==> config.mk <==
export PLATFORM = sky130hd
export DESIGN_NAME = phase_transition_validator_top_flat
export DESIGN_NICKNAME = d
export VERILOG_FILES = /design/src/hdl/ptv_pkg.sv /design/src/hdl/ptv_cmd_if.sv /design/src/hdl/ptv_rsp_if.sv /design/src/hdl/ptv_cell.sv /design/src/hdl/ptv_ctrl.sv /design/src/hdl/phase_transition_validator_top.sv /design/src/flat_wrapper.sv
export VERILOG_INCLUDE_DIRS = /design/src /design/src/hdl
export SDC_FILE = /design/constraint.sdc
export NUM_CORES = 1
export LEC_CHECK = 0
export BUFFER_PORTS_ARGS = -buffer_cell sky130_fd_sc_hd__clkbuf_2
export CAP_MARGIN = 5
export CELL_PAD_IN_SITES_DETAIL_PLACEMENT = 0
export CELL_PAD_IN_SITES_GLOBAL_PLACEMENT = 1
export CORE_ASPECT_RATIO = 0.6
export CORE_MARGIN = 5
export CORE_UTILIZATION = 35
export CTS_CLUSTER_DIAMETER = 60
export DETAILED_ROUTE_END_ITERATION = 8
export GPL_TIMING_DRIVEN = 1
export PLACE_DENSITY_LB_ADDON = 0.1
export SLEW_MARGIN = 20
export SYNTH_ARGS = -nofsm -noshare
export SYNTH_HDL_FRONTEND = slang
export SYNTH_SLANG_ARGS = --single-unit
==> constraint.sdc <==
create_clock -name clk -period 31.1 [get_ports clk]
set_input_delay 3.11 -clock clk [delete_from_list [all_inputs] [get_ports clk]]
set_output_delay 3.11 -clock clk [all_outputs]
set_load 0.01 [all_outputs]
==> src/hdl/phase_transition_validator_top_assert.svh <==
// ----------------------------------------------------------------------------
// Assertion macros for the phase transition validator
// Shared property forms. Each expects clk and rst in scope.
// ----------------------------------------------------------------------------
`ifndef PHASE_TRANSITION_VALIDATOR_TOP_ASSERT_SVH
`define PHASE_TRANSITION_VALIDATOR_TOP_ASSERT_SVH

// Same-cycle implication
`define PTV_ASSERT_NOW(lbl, ante, cons, msg) \
  lbl: assert property (@(posedge clk) disable iff (rst) (ante) |-> (cons)) \
    else $error(msg);

// Next-cycle implication
`define PTV_ASSERT_NEXT(lbl, ante, cons, msg) \
  lbl: assert property (@(posedge clk) disable iff (rst) (ante) |=> (cons)) \
    else $error(msg);

`endif

==> src/hdl/ptv_pkg.sv <==
// ----------------------------------------------------------------------------
// ptv_pkg
// Types, codes and sizes shared by the phase transition validator.
// ----------------------------------------------------------------------------
package ptv_pkg;

  localparam int MAX_RULES = 16;
  localparam int TAG_BITS  = 16;
  localparam int TICK_BITS = 48;
  localparam int CNT_BITS  = $clog2(MAX_RULES + 1);

  typedef logic [TAG_BITS-1:0]  tag_t;
  typedef logic [TICK_BITS-1:0] tick_t;
  typedef logic [CNT_BITS-1:0]  cnt_t;
  typedef logic [1:0]           code_t;

  // item modes
  localparam code_t MODE_ADD   = 2'd0;
  localparam code_t MODE_ENTER = 2'd1;
  localparam code_t MODE_CHECK = 2'd2;

  // result status
  localparam code_t ST_OK          = 2'd0;
  localparam code_t ST_WRONG_PHASE = 2'd1;
  localparam code_t ST_INVALID     = 2'd2;
  localparam code_t ST_FULL        = 2'd3;

  // event kinds
  localparam code_t EV_NONE  = 2'd0;
  localparam code_t EV_LEAVE = 2'd1;
  localparam code_t EV_ENTER = 2'd2;

  typedef enum logic [1:0] {
    S_IDLE,
    S_DECIDE,
    S_SECOND
  } state_t;

  typedef struct packed {
    tag_t from;
    tag_t to;
    logic any;
  } rule_t;

  // controls broadcast along the rule row
  typedef struct packed {
    logic  load;   // latch match flags for a new item
    logic  shift;  // insert fresh rule at the head of the row
    tag_t  q_to;
    tag_t  q_cur;
    rule_t fresh;
  } row_ctl_t;

endpackage

==> src/hdl/ptv_cmd_if.sv <==
// ----------------------------------------------------------------------------
// ptv_cmd_if
// Input item channel: valid/ready handshake with the request fields.
// ----------------------------------------------------------------------------
interface ptv_cmd_if;
  logic          valid;
  logic          ready;
  ptv_pkg::code_t mode;
  ptv_pkg::tag_t  from_phase;
  logic          from_any;
  ptv_pkg::tag_t  to_phase;
  ptv_pkg::tick_t tick;

  modport source (
    output valid, mode, from_phase, from_any, to_phase, tick,
    input  ready
  );
  modport sink (
    input  valid, mode, from_phase, from_any, to_phase, tick,
    output ready
  );
endinterface

==> src/hdl/ptv_rsp_if.sv <==
// ----------------------------------------------------------------------------
// ptv_rsp_if
// Result item channel: valid/ready handshake with the result fields.
// ----------------------------------------------------------------------------
interface ptv_rsp_if;
  logic           valid;
  logic           ready;
  ptv_pkg::code_t status;
  ptv_pkg::code_t event_kind;
  ptv_pkg::tag_t  event_phase;
  ptv_pkg::tick_t event_tick;
  logic           last;

  modport source (
    output valid, status, event_kind, event_phase, event_tick, last,
    input  ready
  );
  modport sink (
    input  valid, status, event_kind, event_phase, event_tick, last,
    output ready
  );
endinterface

==> src/hdl/ptv_cell.sv <==
// ----------------------------------------------------------------------------
// ptv_cell
// One rule slot of the row. Takes its neighbour's rule on insert and
// flags a match against the target of a newly accepted item.
// ----------------------------------------------------------------------------
module ptv_cell (
  input  logic              clk,
  input  ptv_pkg::row_ctl_t ctl,
  input  ptv_pkg::rule_t    prev,
  input  logic              occupied,
  output ptv_pkg::rule_t    rule,
  output logic              hit
);

  always_ff @(posedge clk) begin
    if (ctl.shift) begin
      rule <= prev;
    end
  end

  always_ff @(posedge clk) begin
    if (ctl.load) begin
      hit <= occupied && (rule.to == ctl.q_to) &&
             (rule.any || (rule.from == ctl.q_cur));
    end
  end

endmodule

==> src/hdl/ptv_ctrl.sv <==
// ----------------------------------------------------------------------------
// ptv_ctrl
// Item sequencer: holds the current phase and rule count, decides each
// item from the row's match flags and drives the result register.
// ----------------------------------------------------------------------------
module ptv_ctrl (
  input  logic                           clk,
  input  logic                           rst,
  ptv_cmd_if.sink                        cmd,
  ptv_rsp_if.source                      rsp,
  input  logic [ptv_pkg::MAX_RULES-1:0]  hits,
  output ptv_pkg::cnt_t                  rule_count,
  output ptv_pkg::row_ctl_t              row_ctl
);

  ptv_pkg::state_t state, state_next;
  ptv_pkg::tag_t   current_phase;

  ptv_pkg::code_t  q_mode;
  ptv_pkg::tag_t   q_from;
  logic            q_any;
  ptv_pkg::tag_t   q_to;
  ptv_pkg::tick_t  q_tick;

  logic            rsp_valid;
  ptv_pkg::code_t  rsp_status;
  ptv_pkg::code_t  rsp_kind;
  ptv_pkg::tag_t   rsp_phase;
  ptv_pkg::tick_t  rsp_tick;
  logic            rsp_last;

  logic            accept;
  logic            out_free;
  logic            allowed;
  logic            table_full;

  logic            push;
  logic            shift;
  logic            phase_upd;
  ptv_pkg::code_t  push_status;
  ptv_pkg::code_t  push_kind;
  ptv_pkg::tag_t   push_phase;
  ptv_pkg::tick_t  push_tick;
  logic            push_last;

  assign cmd.ready  = (state == ptv_pkg::S_IDLE);
  assign accept     = cmd.valid && cmd.ready;
  assign out_free   = !rsp_valid || rsp.ready;
  assign table_full = (rule_count == ptv_pkg::cnt_t'(ptv_pkg::MAX_RULES));
  assign allowed    = (q_to != '0) && (q_to != current_phase) && (|hits);

  // next state
  always_comb begin
    state_next = state;
    case (state)
      ptv_pkg::S_IDLE: begin
        if (accept) state_next = ptv_pkg::S_DECIDE;
      end
      ptv_pkg::S_DECIDE: begin
        if (out_free) begin
          if (q_mode == ptv_pkg::MODE_ENTER && allowed && current_phase != '0) begin
            state_next = ptv_pkg::S_SECOND;
          end else begin
            state_next = ptv_pkg::S_IDLE;
          end
        end
      end
      ptv_pkg::S_SECOND: begin
        if (out_free) state_next = ptv_pkg::S_IDLE;
      end
      default: state_next = ptv_pkg::S_IDLE;
    endcase
  end

  // result and update decode
  always_comb begin
    push        = 1'b0;
    shift       = 1'b0;
    phase_upd   = 1'b0;
    push_status = ptv_pkg::ST_OK;
    push_kind   = ptv_pkg::EV_NONE;
    push_phase  = '0;
    push_tick   = '0;
    push_last   = 1'b1;
    case (state)
      ptv_pkg::S_DECIDE: begin
        push = out_free;
        case (q_mode)
          ptv_pkg::MODE_ADD: begin
            if (q_to == '0) begin
              push_status = ptv_pkg::ST_INVALID;
            end else if (table_full) begin
              push_status = ptv_pkg::ST_FULL;
            end else begin
              shift = out_free;
            end
          end
          ptv_pkg::MODE_ENTER: begin
            if (!allowed) begin
              push_status = ptv_pkg::ST_WRONG_PHASE;
            end else begin
              phase_upd = out_free;
              push_tick = q_tick;
              if (current_phase != '0) begin
                push_kind  = ptv_pkg::EV_LEAVE;
                push_phase = current_phase;
                push_last  = 1'b0;
              end else begin
                push_kind  = ptv_pkg::EV_ENTER;
                push_phase = q_to;
              end
            end
          end
          ptv_pkg::MODE_CHECK: begin
            push_status = allowed ? ptv_pkg::ST_OK : ptv_pkg::ST_WRONG_PHASE;
          end
          default: push_status = ptv_pkg::ST_INVALID;
        endcase
      end
      ptv_pkg::S_SECOND: begin
        // entering event after the leaving one; current phase already moved
        push       = out_free;
        push_kind  = ptv_pkg::EV_ENTER;
        push_phase = current_phase;
        push_tick  = q_tick;
      end
      default: push = 1'b0;
    endcase
  end

  always_ff @(posedge clk) begin
    if (rst) begin
      state         <= ptv_pkg::S_IDLE;
      current_phase <= '0;
      rule_count    <= '0;
      rsp_valid     <= 1'b0;
    end else begin
      state <= state_next;
      if (phase_upd) current_phase <= q_to;
      if (shift) rule_count <= rule_count + ptv_pkg::cnt_t'(1);
      if (push) begin
        rsp_valid <= 1'b1;
      end else if (rsp.ready) begin
        rsp_valid <= 1'b0;
      end
    end
  end

  always_ff @(posedge clk) begin
    if (accept) begin
      q_mode <= cmd.mode;
      q_from <= cmd.from_phase;
      q_any  <= cmd.from_any;
      q_to   <= cmd.to_phase;
      q_tick <= cmd.tick;
    end
    if (push) begin
      rsp_status <= push_status;
      rsp_kind   <= push_kind;
      rsp_phase  <= push_phase;
      rsp_tick   <= push_tick;
      rsp_last   <= push_last;
    end
  end

  assign rsp.valid       = rsp_valid;
  assign rsp.status      = rsp_status;
  assign rsp.event_kind  = rsp_kind;
  assign rsp.event_phase = rsp_phase;
  assign rsp.event_tick  = rsp_tick;
  assign rsp.last        = rsp_last;

  always_comb begin
    row_ctl            = '0;
    row_ctl.load       = accept;
    row_ctl.shift      = shift;
    row_ctl.q_to       = cmd.to_phase;
    row_ctl.q_cur      = current_phase;
    row_ctl.fresh.from = q_any ? '0 : q_from;
    row_ctl.fresh.to   = q_to;
    row_ctl.fresh.any  = q_any;
  end

`include "phase_transition_validator_top_assert.svh"

  `PTV_ASSERT_NOW(a_count_bound, 1'b1, rule_count <= ptv_pkg::cnt_t'(ptv_pkg::MAX_RULES), "rule count beyond table size")
  `PTV_ASSERT_NEXT(a_accept_decide, accept, state == ptv_pkg::S_DECIDE, "accepted item not decided next")
  `PTV_ASSERT_NOW(a_leave_not_last, rsp_valid && rsp_kind == ptv_pkg::EV_LEAVE, !rsp_last && state == ptv_pkg::S_SECOND, "leaving event without pending entry")
  `PTV_ASSERT_NOW(a_enter_phase, rsp_valid && rsp_kind == ptv_pkg::EV_ENTER, rsp_phase == current_phase, "entering event disagrees with current phase")

endmodule

==> src/hdl/phase_transition_validator_top.sv <==
// ----------------------------------------------------------------------------
// phase_transition_validator_top
// Programmable phase state machine with a shift-in table of allowed moves.
// ----------------------------------------------------------------------------
// Add items insert a rule at the head of a row of MAX_RULES cells; check and
// enter items are matched against every stored rule at once, each cell
// flagging its own hit when the item is taken. An item is taken, then decided
// from the OR of the registered cell flags once the output register is free,
// and an accepted enter from a current phase yields a leaving event, then an
// entering event. Results sit in an output register, so the next item is
// taken while the last result waits. Tag 0 is "no phase"; after reset there
// is no current phase and the table is empty.
module phase_transition_validator_top (
  input logic       clk,
  input logic       rst,
  ptv_cmd_if.sink   cmd,
  ptv_rsp_if.source rsp
);

  ptv_pkg::row_ctl_t              row_ctl;
  ptv_pkg::cnt_t                  rule_count;
  ptv_pkg::rule_t                 rules [ptv_pkg::MAX_RULES];
  logic [ptv_pkg::MAX_RULES-1:0]  hits;

  ptv_ctrl u_ctrl (
    .clk        (clk),
    .rst        (rst),
    .cmd        (cmd),
    .rsp        (rsp),
    .hits       (hits),
    .rule_count (rule_count),
    .row_ctl    (row_ctl)
  );

  for (genvar k = 0; k < ptv_pkg::MAX_RULES; k++) begin : g_row
    ptv_pkg::rule_t prev;
    logic           occupied;

    // newest rule lives in cell 0
    if (k == 0) begin : g_head
      assign prev = row_ctl.fresh;
    end else begin : g_body
      assign prev = rules[k-1];
    end
    assign occupied = (rule_count > ptv_pkg::cnt_t'(k));

    ptv_cell u_cell (
      .clk      (clk),
      .ctl      (row_ctl),
      .prev     (prev),
      .occupied (occupied),
      .rule     (rules[k]),
      .hit      (hits[k])
    );
  end

endmodule

==> src/flat_wrapper.sv <==
// flat-port wrapper written by rule: the top's interface ports become plain ports
module phase_transition_validator_top_flat 
  (clk, rst, cmd_valid, cmd_mode, cmd_from_phase, cmd_from_any, cmd_to_phase, cmd_tick, cmd_ready, rsp_valid, rsp_status, rsp_event_kind, rsp_event_phase, rsp_event_tick, rsp_last, rsp_ready);
  ptv_cmd_if cmd_i ();
  ptv_rsp_if rsp_i ();
  input logic clk;
  input logic rst;
  input wire logic [$bits(cmd_i.valid)-1:0] cmd_valid;
  input wire logic [$bits(cmd_i.mode)-1:0] cmd_mode;
  input wire logic [$bits(cmd_i.from_phase)-1:0] cmd_from_phase;
  input wire logic [$bits(cmd_i.from_any)-1:0] cmd_from_any;
  input wire logic [$bits(cmd_i.to_phase)-1:0] cmd_to_phase;
  input wire logic [$bits(cmd_i.tick)-1:0] cmd_tick;
  output wire logic [$bits(cmd_i.ready)-1:0] cmd_ready;
  output wire logic [$bits(rsp_i.valid)-1:0] rsp_valid;
  output wire logic [$bits(rsp_i.status)-1:0] rsp_status;
  output wire logic [$bits(rsp_i.event_kind)-1:0] rsp_event_kind;
  output wire logic [$bits(rsp_i.event_phase)-1:0] rsp_event_phase;
  output wire logic [$bits(rsp_i.event_tick)-1:0] rsp_event_tick;
  output wire logic [$bits(rsp_i.last)-1:0] rsp_last;
  input wire logic [$bits(rsp_i.ready)-1:0] rsp_ready;
  assign cmd_i.valid = cmd_valid;
  assign cmd_i.mode = cmd_mode;
  assign cmd_i.from_phase = cmd_from_phase;
  assign cmd_i.from_any = cmd_from_any;
  assign cmd_i.to_phase = cmd_to_phase;
  assign cmd_i.tick = cmd_tick;
  assign cmd_ready = cmd_i.ready;
  assign rsp_valid = rsp_i.valid;
  assign rsp_status = rsp_i.status;
  assign rsp_event_kind = rsp_i.event_kind;
  assign rsp_event_phase = rsp_i.event_phase;
  assign rsp_event_tick = rsp_i.event_tick;
  assign rsp_last = rsp_i.last;
  assign rsp_i.ready = rsp_ready;
  phase_transition_validator_top u_core (.clk(clk), .rst(rst), .cmd(cmd_i), .rsp(rsp_i));
endmodule
==> impl_metrics.csv <==
group,metric,value,unit
outcome,status,"finished, final reports clean",
detailed_routing,detailed_routed_wire_length_on_met3,4.01,mm
power,power_density,63.2,nW/um^2
synth,post_synth_inst_count,1743,
final_layout,post-route-util,40.8,%
setup_path,worst-path-buf-inv,4,
detailed_routing,total_routed_length,67.3,mm
power,power.ir.vdd_worst,0.0351,mV
setup_path,worstSetupEndpointType,"flop",
die,design.die.area,89000,um^2
power,report.power.total,2.11,mW
setup_path,crit_type,"in -> reg",
timing,setup_repair_after_global_routing_missed_its_margin,"no",
clock_tree,cts_setup_buffers,0,
global_routing,track_usage,15.2,%
global_routing,antenna_violations_before_repair,1,
die,std_cell_rows,81,
detailed_routing,detailroute.via_count,14468,
clock_tree,clock_tree.root_cell,"sky130_fd_sc_hd__clkbuf_16",
placed_design,placedCellCount,2928,
clock_tree,ctsHtreeMaxLevel,3,
detailed_routing,met1_length,35.5,mm
final_layout,most-common-layout-cells,"696 x sky130_fd_sc_hd__edfxtp_1, 365 x sky130_fd_sc_hd__xnor2_1, 165 x sky130_fd_sc_hd__xor2_1, 157 x sky130_fd_sc_hd__clkbuf_2, 99 x sky130_fd_sc_hd__nand4_1",
detailed_routing,met2RoutedLength,26.8,mm
setup_path,cp-startpoint,"rsp_ready",
timing,timing.final.max_slew_violations,0,
detailed_routing,routed_via_density,4.72,
placed_design,gpl.final_weighted_congestion,0.754,
synth,syn_area_per_cell,16.6,um^2
hold_path,hold-path-cell-count,0,
timing,total_neg_setup_slack,0,ps
timing,hold-worst-slack,442,ps
clock_tree,numClockSinks,720,
global_routing,grt_overflow,0,
placed_design,hpwlAfterDp,45.8,mm
synth,synthesis.nets,1840,
synth,yosys-top-cells-area,"sky130_fd_sc_hd__edfxtp_1 72%, sky130_fd_sc_hd__xnor2_1 11%, sky130_fd_sc_hd__xor2_1 5.0%",
clock_tree,cts_hold_repair.buffers,0,
setup_path,critical_path_arrival,5610,ps
die,initial_utilization,35.4,%
synth,postSynth.topFlopCell,"sky130_fd_sc_hd__edfxtp_1",
timing,timing.final.crit_share,17.3,%
clock_tree,worstSkewPairLatency,650,ps
timing,max_slew_margin,15.8,%
synth,netlist_area,29000,um^2
timing,finalSetupViolCount,0,
synth,synth.top_cell.area_share,72.0,%
timing,max_freq,186,MHz
timing,report.final.hold_viol_count,0,
setup_path,critical_path_peak_fanout,198,
final_layout,layout-drive-gt1-share,15.1,%
clock_tree,cts_tree,"yes",
detailed_routing,routedWlPerCell,22.0,um
synth,yosysSeqAreaShare,73.7,%
synth,synthDominantAreaCellType,"sky130_fd_sc_hd__edfxtp_1",
setup_path,timing.reg2reg.worst_path_depth,7,
detailed_routing,detail_route.iter0.violations,1012,
hold_path,holdCritPathClass,"reg -> reg",
synth,yosysWarnings,0,
hold_path,whs_endpoint,"u_core.g_row[3].u_cell.rule[0]",
setup_path,critical_path_cell_by_cell,"clkbuf_2, nor2b_1, buf_4, or3_1, inv_8, buf_12",
global_routing,maximum_number_of_pins_on_one_net_before_global_route_repair,199,
clock_tree,number_of_buffers_inserted_during_clock_tree_synthesis,73,
die,core_region_area,81900,um^2
setup_path,slack_of_the_worst_reg_to_reg_path,27380,ps
detailed_routing,residual_drc,0,
final_layout,syn_to_final_growth,15.3,%
final_layout,mostFrequentLayoutCell,"sky130_fd_sc_hd__edfxtp_1",
synth,synth_edf_count,696,
synth,synth.distinct_cells,42,
setup_path,start_kind,"input port",
timing,clock-skew-final,23.0,ps
die,chipWidth,382,um
setup_path,critPathRequiredTime,31340,ps
final_layout,final_cells,3064,
die,design.portCount,158,
global_routing,grt_pass1_vias,15025,
placed_design,numPortBuffers,157,
power,leakage,10.6,nW
synth,postSynth.asyncResetShare,0,%
clock_tree,clk_transition_reported_paths,60,ps
clock_tree,cts_resized,0,
final_layout,fillers,7571,
setup_path,max_stage_delay,660,ps
detailed_routing,route.antenna.remaining_nets,0,
detailed_routing,first_pass_iters,5,
global_routing,global_route_wire_length_before_repair,101,mm
final_layout,final_nets,2021,
setup_path,regToRegStartpoint,"u_core.u_ctrl.rule_count[0]",
detailed_routing,maxUsedRoutingLayer,"met4",
die,die-height,233,um
flow_run,max-cap-violations,0,
hold_path,worst_hold_startpoint,"u_core.g_row[2].u_cell.rule[0]",
timing,final.min_clock_period,5370,ps
setup_path,timing.rr.end,"u_core.g_row[12].u_cell.rule[14]",
clock_tree,cts_max_path_buffers,3,
synth,yosys_register_bits,720,
setup_path,crit_family,"buffers and inverters",
setup_path,cpMaxStageDelayCell,"sky130_fd_sc_hd__buf_12",
timing,worst_slew_pin_slew,1260,ps
## flip-flops by register name, indices dropped and copies added (netlist names), 2 cells and up
signal,flops
u_core.u_ctrl.q_from,16
u_core.g_row.u_cell.rule,528
u_core.u_ctrl.q_to,16
u_core.u_ctrl.q_tick,48
u_core.u_ctrl.q_mode,2
u_core.u_ctrl.rsp.event_tick,48
u_core.u_ctrl.rsp.event_kind,2
u_core.u_ctrl.current_phase,16
u_core.g_row.u_cell.hit,16
u_core.u_ctrl.state,2
u_core.u_ctrl.rsp.status,2
u_core.u_ctrl.rsp.event_phase,16
u_core.u_ctrl.rule_count,5
## cell type report
| class | count | area, um^2 | area share [%] |
|---|---|---|---|
| flip-flops and latches | 720 | 21400 | 63.9 |
| multi-input cells | 932 | 7230 | 21.6 |
| clock buffers | 95 | 1990 | 5.96 |
| well taps | 1079 | 1350 | 4.04 |
| repair buffers | 187 | 1040 | 3.10 |
| clock inverters | 39 | 409 | 1.22 |
| inverters | 10 | 45.0 | 0.135 |
| diodes | 2 | 5.00 | 0.0150 |
## cells in the mapped netlist, types with 14 or more instances
library cell               count
sky130_fd_sc_hd__dfxtp_1      24
sky130_fd_sc_hd__buf_2        50
sky130_fd_sc_hd__and2_1       51
sky130_fd_sc_hd__mux2i_1      16
sky130_fd_sc_hd__nor3_1       14
sky130_fd_sc_hd__xor2_1      165
sky130_fd_sc_hd__edfxtp_1    696
sky130_fd_sc_hd__nor2_1       42
sky130_fd_sc_hd__nor2b_1      19
sky130_fd_sc_hd__clkbuf_1     24
sky130_fd_sc_hd__nor4_1       72
sky130_fd_sc_hd__a22o_1       16
sky130_fd_sc_hd__nand4_1      99
sky130_fd_sc_hd__xnor2_1     365
## per-stage QoR
step           setup WS (ps)  instance area, um^2
2_1_floorplan          16110                29000
3_3_place_gp           24990                31000
3_5_place_dp           25000                31000
4_1_cts                25700                33400
5_1_grt                25550                33400
6_report               25730                33400
## logic make-up after synthesis
kind of cell	synth area share [%]
compound gates	1.22
xor+xnor	16.0
buf+inv	1.45
fa+ha+maj	0.431
flops	73.7
simple gates	6.67
mux	0.552
## power by group
group          switching, mW  internal [mW]  total [mW]  leakage (nW)
Combinational         0.0651         0.0366       0.102          2.81
Clock                  0.383          0.515       0.898          1.18
Sequential            0.0175           1.10        1.11          6.62
Total                  0.466           1.65        2.11          10.6
## worst max-delay path by stage
stage / end / slack [ps] / cells after the start
after floorplan: u_core.u_ctrl.rule_count[2] / 16110 / 7
after global placement: u_core.u_ctrl.rule_count[2] / 24990 / 9
after detailed placement: u_core.u_ctrl.rule_count[2] / 25000 / 9
after CTS: u_core.u_ctrl.rule_count[2] / 25700 / 9
after global routing: u_core.u_ctrl.rule_count[2] / 25550 / 9
final: u_core.g_row[12].u_cell.rule[14] / 25730 / 6
## per-layer routing
metal	GRT usage (%)	vias up
met5	0	-
met4	3.58	0
met3	4.08	79
met2	20.5	327
met1	24.0	7232
li1	-	6830
Note: power is estimated with default switching activity, not from simulation.
